## src/rtl/nmea_sentence_deframer_top_macros.svh

```systemverilog
// assertion macros shared by the nmea sentence deframer rtl
`ifndef NMEA_SENTENCE_DEFRAMER_TOP_MACROS_SVH
`define NMEA_SENTENCE_DEFRAMER_TOP_MACROS_SVH
`ifndef SYNTHESIS
// same-cycle implication, disabled during reset
`define NSD_ASSERT_NOW(lbl, clk, rstn, ante, cons, msg) \
  lbl: assert property (@(posedge clk) disable iff (!rstn) (ante) |-> (cons)) \
    else $error(msg);
// next-cycle implication, disabled during reset
`define NSD_ASSERT_NEXT(lbl, clk, rstn, ante, cons, msg) \
  lbl: assert property (@(posedge clk) disable iff (!rstn) (ante) |=> (cons)) \
    else $error(msg);
`else
`define NSD_ASSERT_NOW(lbl, clk, rstn, ante, cons, msg)
`define NSD_ASSERT_NEXT(lbl, clk, rstn, ante, cons, msg)
`endif
`endif

```

## src/rtl/nmea_sd_pkg.sv

```systemverilog
// shared constants and result type of the nmea sentence deframer
`timescale 1ns / 1ps
package nmea_sd_pkg;

  // field limit and derived widths
  localparam int MAX_FIELDS = 31;
  localparam int FIELD_W    = (MAX_FIELDS > 2) ? $clog2(MAX_FIELDS) : 1;
  localparam int CNT_W      = $clog2(MAX_FIELDS + 1);

  // character codes
  localparam logic [7:0] CH_DOLLAR = 8'h24;
  localparam logic [7:0] CH_STAR   = 8'h2A;
  localparam logic [7:0] CH_COMMA  = 8'h2C;
  localparam logic [7:0] CH_LF     = 8'h0A;
  localparam logic [7:0] CH_CR     = 8'h0D;
  localparam logic [7:0] CH_TAB    = 8'h09;
  localparam logic [7:0] CH_SPACE  = 8'h20;
  localparam logic [7:0] CH_DASH   = 8'h2D;
  localparam logic [7:0] CH_DOT    = 8'h2E;

  // result kinds
  localparam logic KIND_CHAR   = 1'b0;
  localparam logic KIND_STATUS = 1'b1;

  // one result beat
  typedef struct packed {
    logic       kind;
    logic [7:0] field_char;
    logic [4:0] field_index;
    logic       sentence_valid;
    logic       checksum_present;
    logic       checksum_match;
    logic [7:0] computed_checksum;
    logic [7:0] received_checksum;
    logic [4:0] field_count;
  } res_t;

endpackage

```

## src/rtl/nmea_sd_core.sv

```systemverilog
// sentence state and per-byte result logic of the nmea deframer
`timescale 1ns / 1ps
`include "nmea_sentence_deframer_top_macros.svh"
module nmea_sd_core (
  input  logic              clk,
  input  logic              rst_n,
  input  logic              acc,
  input  logic [7:0]        rx_byte,
  output logic              res_valid,
  output nmea_sd_pkg::res_t res
);

  localparam logic [1:0] PH_IDLE = 2'd0;
  localparam logic [1:0] PH_BODY = 2'd1;
  localparam logic [1:0] PH_HEX  = 2'd2;
  localparam logic [1:0] PH_TAIL = 2'd3;

  localparam int FW = nmea_sd_pkg::FIELD_W;
  localparam int CW = nmea_sd_pkg::CNT_W;
  localparam logic [FW-1:0] FIELD_LAST = FW'(nmea_sd_pkg::MAX_FIELDS - 1);
  localparam logic [CW-1:0] CNT_MAX    = CW'(nmea_sd_pkg::MAX_FIELDS);

  logic [1:0]    phase_r, phase_nxt;
  logic [7:0]    xor_r, xor_nxt;
  logic [7:0]    hex_r, hex_nxt;
  logic          hex_seen_r, hex_seen_nxt;
  logic [FW-1:0] field_r, field_nxt;
  logic          name_nz_r, name_nz_nxt;
  logic          chars_ok_r, chars_ok_nxt;
  logic          last_comma_r, last_comma_nxt;
  logic          star_r, star_nxt;

  logic          is_ws;
  logic          is_alnum;
  logic          is_hex;
  logic [3:0]    hex_digit;
  logic [CW-1:0] count;

  // character classes
  always_comb begin
    is_ws = (rx_byte == nmea_sd_pkg::CH_TAB) || (rx_byte == nmea_sd_pkg::CH_SPACE) ||
            (rx_byte == nmea_sd_pkg::CH_CR);
    is_alnum = (rx_byte >= 8'h30 && rx_byte <= 8'h39) ||
               (rx_byte >= 8'h41 && rx_byte <= 8'h5A) ||
               (rx_byte >= 8'h61 && rx_byte <= 8'h7A);
    is_hex    = 1'b1;
    hex_digit = 4'd0;
    priority if (rx_byte >= 8'h30 && rx_byte <= 8'h39) begin
      hex_digit = rx_byte[3:0];
    end else if ((rx_byte >= 8'h41 && rx_byte <= 8'h46) ||
                 (rx_byte >= 8'h61 && rx_byte <= 8'h66)) begin
      hex_digit = rx_byte[3:0] + 4'd9;
    end else begin
      is_hex = 1'b0;
    end
  end

  // saturating field count
  always_comb begin
    count = CW'(field_r) + CW'(1);
    if (count > CNT_MAX) begin
      count = CNT_MAX;
    end
  end

  // next state and result for this byte
  always_comb begin
    phase_nxt      = phase_r;
    xor_nxt        = xor_r;
    hex_nxt        = hex_r;
    hex_seen_nxt   = hex_seen_r;
    field_nxt      = field_r;
    name_nz_nxt    = name_nz_r;
    chars_ok_nxt   = chars_ok_r;
    last_comma_nxt = last_comma_r;
    star_nxt       = star_r;
    res_valid      = 1'b0;
    res            = '0;
    priority if (is_ws) begin
      // whitespace dropped everywhere
    end else if (rx_byte == nmea_sd_pkg::CH_DOLLAR) begin
      phase_nxt      = PH_BODY;
      xor_nxt        = 8'd0;
      hex_nxt        = 8'd0;
      hex_seen_nxt   = 1'b0;
      field_nxt      = '0;
      name_nz_nxt    = 1'b0;
      chars_ok_nxt   = 1'b1;
      last_comma_nxt = 1'b0;
      star_nxt       = 1'b0;
    end else if (phase_r == PH_IDLE) begin
      // outside a sentence
    end else if (rx_byte == nmea_sd_pkg::CH_LF) begin
      res_valid              = 1'b1;
      res.kind               = nmea_sd_pkg::KIND_STATUS;
      res.sentence_valid     = name_nz_r && chars_ok_r;
      res.checksum_present   = hex_seen_r;
      res.checksum_match     = hex_seen_r && (hex_r == xor_r);
      res.computed_checksum  = xor_r;
      res.received_checksum  = hex_r;
      res.field_count        = 5'(count);
      phase_nxt              = PH_IDLE;
    end else if (phase_r == PH_HEX && is_hex) begin
      hex_nxt      = {hex_r[3:0], hex_digit};
      hex_seen_nxt = 1'b1;
    end else if (phase_r == PH_HEX || phase_r == PH_TAIL) begin
      phase_nxt      = PH_TAIL;
      chars_ok_nxt   = 1'b0;
      last_comma_nxt = (rx_byte == nmea_sd_pkg::CH_COMMA);
    end else if (rx_byte == nmea_sd_pkg::CH_STAR) begin
      star_nxt  = 1'b1;
      phase_nxt = PH_HEX;
    end else if (rx_byte == nmea_sd_pkg::CH_COMMA) begin
      xor_nxt        = xor_r ^ rx_byte;
      last_comma_nxt = 1'b1;
      if (field_r < FIELD_LAST) begin
        field_nxt = field_r + FW'(1);
      end
    end else begin
      xor_nxt        = xor_r ^ rx_byte;
      last_comma_nxt = 1'b0;
      if (field_r == '0) begin
        name_nz_nxt = 1'b1;
        if (!is_alnum) begin
          chars_ok_nxt = 1'b0;
        end
      end else if (!is_alnum && rx_byte != nmea_sd_pkg::CH_DASH &&
                   rx_byte != nmea_sd_pkg::CH_DOT) begin
        chars_ok_nxt = 1'b0;
      end
      res_valid       = 1'b1;
      res.kind        = nmea_sd_pkg::KIND_CHAR;
      res.field_char  = rx_byte;
      res.field_index = 5'(field_r);
    end
  end

  // state registers
  always_ff @(posedge clk) begin
    if (!rst_n) begin
      phase_r      <= PH_IDLE;
      xor_r        <= 8'd0;
      hex_r        <= 8'd0;
      hex_seen_r   <= 1'b0;
      field_r      <= '0;
      name_nz_r    <= 1'b0;
      chars_ok_r   <= 1'b1;
      last_comma_r <= 1'b0;
      star_r       <= 1'b0;
    end else if (acc) begin
      phase_r      <= phase_nxt;
      xor_r        <= xor_nxt;
      hex_r        <= hex_nxt;
      hex_seen_r   <= hex_seen_nxt;
      field_r      <= field_nxt;
      name_nz_r    <= name_nz_nxt;
      chars_ok_r   <= chars_ok_nxt;
      last_comma_r <= last_comma_nxt;
      star_r       <= star_nxt;
    end
  end

  // checks
  `NSD_ASSERT_NEXT(a_status_ends_sentence, clk, rst_n,
    acc && res_valid && res.kind == nmea_sd_pkg::KIND_STATUS, phase_r == PH_IDLE,
    "status beat did not return to idle")
  `NSD_ASSERT_NOW(a_hex_needs_star, clk, rst_n, hex_seen_r, star_r,
    "checksum digits seen without star")
  `NSD_ASSERT_NOW(a_field_saturates, clk, rst_n, 1'b1, field_r <= FIELD_LAST,
    "field index beyond the last field")

endmodule

```

## src/rtl/nmea_sentence_deframer_top.sv

```systemverilog
// top level of the nmea sentence deframer: core plus output and skid registers
//
// Input channel in_valid/in_stall/in_rx_byte carries one stream byte per beat.
// Output channel out_valid/out_stall carries one result beat per field byte
// (out_kind 0, with out_field_char and out_field_index) or one status beat on
// line feed (out_kind 1, with validity, checksum and field count fields).
// Whitespace, bytes outside a sentence, '$', ',' and checksum bytes give no
// output beat.
// Each result is registered in the output register, or in the skid register.
// Throughput: one byte per cycle while the skid register is empty; the core
// updates its sentence state on each byte taken.
// When the receiver stalls, the output register holds its beat and one more
// result goes into the skid register; in_stall is then raised until the skid
// drains. in_stall depends only on registered state.
// Reset (rst_n low, synchronous) empties both registers and returns the
// parser to idle, waiting for '$'.
`timescale 1ns / 1ps
`include "nmea_sentence_deframer_top_macros.svh"
module nmea_sentence_deframer_top (
  input  logic       clk,
  input  logic       rst_n,
  input  logic       in_valid,
  output logic       in_stall,
  input  logic [7:0] in_rx_byte,
  output logic       out_valid,
  input  logic       out_stall,
  output logic       out_kind,
  output logic [7:0] out_field_char,
  output logic [4:0] out_field_index,
  output logic       out_sentence_valid,
  output logic       out_checksum_present,
  output logic       out_checksum_match,
  output logic [7:0] out_computed_checksum,
  output logic [7:0] out_received_checksum,
  output logic [4:0] out_field_count
);

  logic              in_acc;
  logic              res_valid;
  nmea_sd_pkg::res_t res;
  logic              push;
  logic              take;
  logic              out_v_r;
  logic              skid_v_r;
  nmea_sd_pkg::res_t out_r;
  nmea_sd_pkg::res_t skid_r;

  assign in_stall = skid_v_r;
  assign in_acc   = in_valid && !skid_v_r;
  assign push     = in_acc && res_valid;
  assign take     = !out_v_r || !out_stall;

  nmea_sd_core u_core (
    .clk       (clk),
    .rst_n     (rst_n),
    .acc       (in_acc),
    .rx_byte   (in_rx_byte),
    .res_valid (res_valid),
    .res       (res)
  );

  // output and skid valid flags
  always_ff @(posedge clk) begin
    if (!rst_n) begin
      out_v_r  <= 1'b0;
      skid_v_r <= 1'b0;
    end else if (take) begin
      if (skid_v_r) begin
        out_v_r  <= 1'b1;
        skid_v_r <= push;
      end else begin
        out_v_r <= push;
      end
    end else if (push) begin
      skid_v_r <= 1'b1;
    end
  end

  // output and skid payload
  always_ff @(posedge clk) begin
    if (take) begin
      if (skid_v_r) begin
        out_r  <= skid_r;
        skid_r <= res;
      end else begin
        out_r <= res;
      end
    end else if (push) begin
      skid_r <= res;
    end
  end

  assign out_valid             = out_v_r;
  assign out_kind              = out_r.kind;
  assign out_field_char        = out_r.field_char;
  assign out_field_index       = out_r.field_index;
  assign out_sentence_valid    = out_r.sentence_valid;
  assign out_checksum_present  = out_r.checksum_present;
  assign out_checksum_match    = out_r.checksum_match;
  assign out_computed_checksum = out_r.computed_checksum;
  assign out_received_checksum = out_r.received_checksum;
  assign out_field_count       = out_r.field_count;

  // checks
  `NSD_ASSERT_NOW(a_skid_behind_out, clk, rst_n, skid_v_r, out_v_r,
    "skid holds a beat while output is empty")
  `NSD_ASSERT_NEXT(a_stalled_push_skids, clk, rst_n,
    push && out_v_r && out_stall, skid_v_r,
    "result lost while output stalled")
  `NSD_ASSERT_NOW(a_status_no_char, clk, rst_n,
    out_v_r && out_kind == nmea_sd_pkg::KIND_STATUS,
    out_field_char == 8'd0 && out_field_index == 5'd0,
    "status beat carries field character data")

endmodule

```

## config.mk

```make
export PLATFORM = sky130hd
export DESIGN_NAME = nmea_sentence_deframer_top
export DESIGN_NICKNAME = d
export VERILOG_FILES = /design/src/rtl/nmea_sd_pkg.sv /design/src/rtl/nmea_sd_core.sv /design/src/rtl/nmea_sentence_deframer_top.sv
export VERILOG_INCLUDE_DIRS = /design/src /design/src/rtl
export SDC_FILE = /design/constraint.sdc
export NUM_CORES = 1
export LEC_CHECK = 0
export BUFFER_PORTS_ARGS = -buffer_cell sky130_fd_sc_hd__buf_2
export CAP_MARGIN = 20
export CORE_MARGIN = 3
export CORE_UTILIZATION = 55
export CTS_CLUSTER_SIZE = 14
export DETAILED_ROUTE_END_ITERATION = 10
export PLACE_DENSITY = 0.72
export SYNTH_ARGS = -nofsm -noshare
export SYNTH_HDL_FRONTEND = slang
export SYNTH_HIERARCHICAL = 1
export SYNTH_SLANG_ARGS = --single-unit
```

## constraint.sdc

```tcl
create_clock -name clk -period 5.8 [get_ports clk]
set_input_delay 1.16 -clock clk [delete_from_list [all_inputs] [get_ports clk]]
set_output_delay 1.16 -clock clk [all_outputs]
set_load 0.02 [all_outputs]
```

# Word-level counts from Yosys, hierarchy flattened
# Cells that the tools add are included.
[op_classes] n_mux=77 n_eq_ne=23 reduce_logical=39 bitwise_logic=2 n_addsub=2 n_lt_le_gt_ge=10
[ops] op="38-bit two-way mux" n=7
[ops] op="8-bit two-way mux" n=10
[ops] op="5-bit two-way mux" n=9
[ops] op="14-bit two-way mux" n=3
[ops] op="1-bit two-way mux" n=37
[ops] op="8-bit by 6-bit equality test with 1-bit output (second input constant)" n=4
[ops] op="8-bit by 7-bit less-or-equal comparator with 1-bit output (second input constant)" n=4
[ops] op="9-bit AND reduction" n=3
[ops] op="13-bit two-way mux" n=2
[ops] op="8-bit by 4-bit equality test with 1-bit output (second input constant)" n=3
[ops] op="24-bit two-way mux" n=1
[ops] op="8-bit by 7-bit greater-or-equal comparator with 1-bit output (second input constant)" n=2
[ops] op="8-bit by 6-bit != test with 1-bit output (second input constant)" n=2
[ops] op="2-bit by 1-bit != test with 1-bit output (second input constant)" n=7
[ops] op="1-bit logical AND" n=12
[ops] op="2-bit two-way mux" n=6
[ops] op="5-bit AND reduction" n=2
[ops] op="2-bit nonzero test" n=5
[ops] op="3-bit by 1-bit != test with 1-bit output (second input constant)" n=3
[ops] op="8-bit equality test" n=1
[ops] op="8-bit by 6-bit greater-or-equal comparator with 1-bit output (second input constant)" n=1
[ops] op="8-bit by 6-bit less-or-equal comparator with 1-bit output (second input constant)" n=1
[ops] op="4-bit two-way mux" n=2
[ops] op="4-bit nonzero test" n=2
[ops] op="other kinds (14)" n=24
[totals] elab_cells=180 input_bits=12 register_bits=104 output_inout_bits=40

# Depth between registers and ports, before layout
[logic_depth] word_depth=16 ltp_mapped=11 depth_no_buf=9

# By module
# The synthesis kept the hierarchy.
[by_module_without_submodules] module="nmea_sentence_deframer_top" seq_area_each_um2=2322.2 cells_each=128 area_per_inst_um2=3042.9 n_inst=1
[by_module_without_submodules] module="nmea_sd_core" seq_area_each_um2=520.5 cells_each=289 area_per_inst_um2=2233.4 n_inst=1

# Least setup slack after synthesis
# OpenSTA, ideal clock, no wires.
[synth_path] path_kind="input port to flip-flop" from="input in_rx_byte[7]" to="register skid_r[0] (netlist name) (enable)" arrival_time_ns=2.945 slack_ns=2.554 setup_ns=0.301 required_time_ns=5.499 n_path_buf=1 stages=7 cell_sequence="buf_6 -> or3b_4 -> or3_1 -> o21bai_1 -> a21oi_1 -> and4_1 -> mux2_4"
[synth_between] elab_chain_cells=14 elab_cells_between_ends=33 cone_classes="order compare (6); eq/ne (7); mux (10); reduce/logical (10)"
[synth_lines] item="from (decl)" line="nmea_sentence_deframer_top.sv:24" text="input logic [7:0] in_rx_byte,"
[synth_lines] item="8-bit by 7-bit greater-or-equal comparator with 1-bit output, or another cell as far along" line="nmea_sd_core.sv:50" text="end else if ((rx_byte >= 8'h41 && rx_byte <= 8'h46) ||"
[synth_lines] item="1-bit logical AND, on equally long branches" line="nmea_sd_core.sv:50, nmea_sd_core.sv:51"
[synth_lines] item="1-bit logical OR" line="nmea_sd_core.sv:50"
[synth_lines] item="1-bit two-way mux" line="nmea_sd_core.sv:50"
[synth_lines] item="1-bit two-way mux" line="nmea_sd_core.sv:48" text="priority if (rx_byte >= 8'h30 && rx_byte <= 8'h39) begin"
[synth_lines] item="1-bit logical AND" line="nmea_sd_core.sv:103" text="end else if (phase_r == PH_HEX && is_hex) begin"
[synth_lines] item="1-bit two-way mux" line="nmea_sd_core.sv:103"
[synth_lines] item="1-bit two-way mux" line="nmea_sd_core.sv:93" text="end else if (rx_byte == nmea_sd_pkg::CH_LF) begin"
[synth_lines] item="1-bit two-way mux" line="nmea_sd_core.sv:91" text="end else if (phase_r == PH_IDLE) begin"
[synth_lines] item="1-bit two-way mux" line="nmea_sd_core.sv:81" text="end else if (rx_byte == nmea_sd_pkg::CH_DOLLAR) begin"
[synth_lines] item="1-bit two-way mux *" line="nmea_sd_core.sv:79" text="priority if (is_ws) begin"
[synth_lines] item="named net res_valid" line="nmea_sentence_deframer_top.sv:39" text="logic res_valid;"
[synth_lines] item="1-bit logical AND *" line="nmea_sentence_deframer_top.sv:50" text="assign push = in_acc && res_valid;"
[synth_lines] item="2-bit nonzero test (no source line) *"
[synth_lines] item="2-bit AND reduction (no source line) *"
[synth_lines] item="to (signal assigned)" line="nmea_sentence_deframer_top.sv:84" text="skid_r <= res;"
[synth_lines] item="to (signal assigned)" line="nmea_sentence_deframer_top.sv:89" text="skid_r <= res;"
[synth_lines] item="to (decl)" line="nmea_sentence_deframer_top.sv:46" text="nmea_sd_pkg::res_t skid_r;"
# The timed path passes the listed nets; every way through them passes the cells marked *.
# A chain may end at the register's enable or synchronous reset.

# Worst setup path in the final report
[layout_path] from="input in_rx_byte[3]" to="register skid_r[30] (netlist name) (enable)"
# Same word-level chain as after synthesis.

==> flow_metrics.py <==
metrics = {
    "global_route": {
        "grt_use_total_pct": 19.4,
        "grt_start_max_net_pins": 43,
        "grt_pass1_vias": 3276,
        "overflow": 0,
        "antenna_found_initial": 0,
        "grt_first_pass_wirelength_mm": 17.0,
    },
    "worst_setup_path": {
        "startpoint_type": "primary input",
        "worst-path-max-fanout": 38,
        "end_kind": "flip-flop",
        "cp.arrival_ps": 3280,
        "worstSetupPathType": "primary input to flip-flop",
        "required_ps": 5790,
    },
    "synthesis": {
        "ys_types": 66,
        "synthesis.nets": 436,
        "synthFlopType": "edfxtp_1",
        "avgSynthCellArea_um2": 12.7,
        "synth_area_mm2": 0.00528,
        "yosysSeqAreaShare_pct": 53.9,
        "yosysWarnings": 6,
        "yosysTopAreaCellShare_pct": 43.3,
        "ys_ff_latch": 104,
        "synth_edf_count": 76,
        "synth_area_leaders": "edfxtp_1 (43%), mux2_4 (11%), dfxtp_1 (11%)",
        "syn_inst": 417,
        "async_reset_ff_share_pct": 0,
        "synth.largest_area_cell": "edfxtp_1",
    },
    "clock_tree": {
        "cts_buffers": 9,
        "cts_resized": 0,
        "cts.sinks": 104,
        "cts_tree": "built",
        "clk_pin_slew_ps": 100,
        "cts.htree.levels": 3,
        "post-cts-setup-buffers": 0,
        "root_buffer": "clkbuf_8",
        "clock_latency_ps": 350,
        "cts_hold_buffers": 0,
        "clockBufferDepth": 2,
    },
    "sta": {
        "worst_hold_slack_ps": 488,
        "maxSlewHeadroom_pct": 34.4,
        "worst_slack_ps": 2510,
        "period_share_pct": 56.8,
        "setup-violations-final": 0,
        "slew_violations": 0,
        "hold_violations": 0,
        "final.setup.tns_ps": 0,
        "fmax_mhz": 304,
        "finClkSkew_ps": 13.2,
        "rsz0062_at_grt": "no",
        "min_period_ps": 3290,
        "tightest_slew_ps": 984,
    },
    "final_layout": {
        "design_area_mm2": 0.00568,
        "fillCellCount": 780,
        "final_common_cell": "edfxtp_1",
        "seq_area_mm2": 0.00284,
        "final_cell_mix": "edfxtp_1 (76), buf_2 (51), mux2_4 (38), and2_1 (32), dfxtp_1 (27)",
        "n_antenna_cell": 0,
        "fin_cells": 590,
        "synthToLayoutAreaGrowth_pct": 7.71,
        "layout-drive-gt1-share_pct": 27.1,
        "multi_input_area_mm2": 0.00220,
        "fin_nets": 475,
    },
    "floorplan": {
        "initial_core_util_pct": 56.8,
        "rows": 35,
        "die_y_um": 104,
        "core_area_mm2": 0.00928,
        "die_width_um": 104,
        "io_pins": 52,
        "die-area_mm2": 0.0108,
    },
    "placement": {
        "port_buffers": 51,
        "dp_slack_ps": 2190,
        "dp.cells": 573,
        "dp_hpwl_mm": 6.93,
        "gp_congestion": 0.891,
        "dpl_cell_area_mm2": 0.00551,
    },
    "routing": {
        "drtIter0Drc": 305,
        "routedWlPerCell_um": 17.3,
        "wl_mm": 10.2,
        "routed_via_density": 5.94,
        "remaining_drc_errors": 0,
        "ant_nets": 0,
        "dr_total_vias": 3504,
        "first_pass_iters": 5,
    },
    "run_status": {
        "status": "complete, no violations",
    },
    "job": {
        "max_cap_viol_count": 0,
    },
    "hold_path": {
        "min_path_type": "flip-flop to flip-flop",
    },
    "power": {
        "vdd_drop_max_v": 0.000116,
        "pwr_density_cell_mw_per_mm2": 216,
        "leakage_nw": 2.32,
    },
}
## report_power, final
part           total [W]  internal, W  switching (W)
logic          0.0000482    0.0000156      0.0000325
registers       0.000786     0.000786    0.000000187
clock network   0.000395     0.000157       0.000238
total            0.00123     0.000959       0.000271
## cell families after synthesis
logic type               share of synthesized area, %
buffers and inverters                            4.41
adder cells (fa/ha/maj)                          1.66
AND/OR/NAND/NOR                                  15.8
multiplexers                                     11.0
flip-flops                                       53.9
AO/OA/AOI/OAI                                    11.4
XOR/XNOR                                         1.83
## stage by stage
stage               util [%]  total power (W)
floorplan                  -         0.000836
global placement        59.4         0.000849
detailed placement      59.4         0.000850
CTS                     61.1          0.00123
global route            61.2          0.00127
finish                  61.2          0.00123
## worst max-delay path, stage by stage
cell	delay, ps
buf_2	260
nor4b_1	490
nand3_1	310
a21oi_1	320
and4_1	220
mux2_4	480
## flip-flops by register name, summed over array words and instances, names as in the netlist, 2 cells and up
| register | cells |
|---|---|
| out_field_count | 5 |
| out_field_char | 8 |
| u_core/hex_r | 8 |
| out_computed_checksum | 8 |
| u_core/phase_r | 2 |
| skid_r | 38 |
| u_core/field_r | 5 |
| out_received_checksum | 8 |
| u_core/xor_r | 8 |
| out_field_index | 5 |
## layout make-up
type | instances | area share (%)
Sequential cell | 104 | 50.0
Multi-Input combinational cell | 278 | 38.7
Timing Repair Buffer | 54 | 4.89
Tap cell | 129 | 2.84
Clock buffer | 11 | 2.31
Clock inverter | 5 | 0.594
Inverter | 9 | 0.594
## synth_stat cells (3+ instances only)
master	count
a21oi_1	15
o22ai_1	3
xor2_1	10
a41o_1	8
or4_1	3
nand2_1	22
clkbuf_1	10
buf_12	4
nor3_1	4
ha_1	7
nand2b_1	6
o21ai_0	6
inv_1	9
buf_6	3
nand4_1	3
nor4_1	3
a31oi_1	13
nor2b_1	5
mux2_4	38
or3_1	4
nor2_1	24
nand3_1	13
and2_1	32
buf_2	8
dfxtp_1	28
o211ai_1	8
edfxtp_1	76
and4_1	3
## per-layer routing
layer,up-vias,wire [um],track usage [%],part of all wire (%)
li1,1659,-,-,-
met1,1699,4730,28.1,46
met2,127,4770,29.8,47
met3,19,541,2.98,5.3
met4,0,194,6.84,1.9
met5,-,0,0,0
## final timing paths
check                                  startpoint           endpoint  slack, ps  depth (start not counted)
worst min-delay path            u_core/hex_seen_r  u_core/hex_seen_r        490                          1
worst max register to register           in_stall    u_core/xor_r[6]       2950                          6
worst min register to register  u_core/hex_seen_r  u_core/hex_seen_r        490                          1
worst max-delay path                in_rx_byte[3]         skid_r[30]       2510                          6
(Power assumes the default switching activity.)
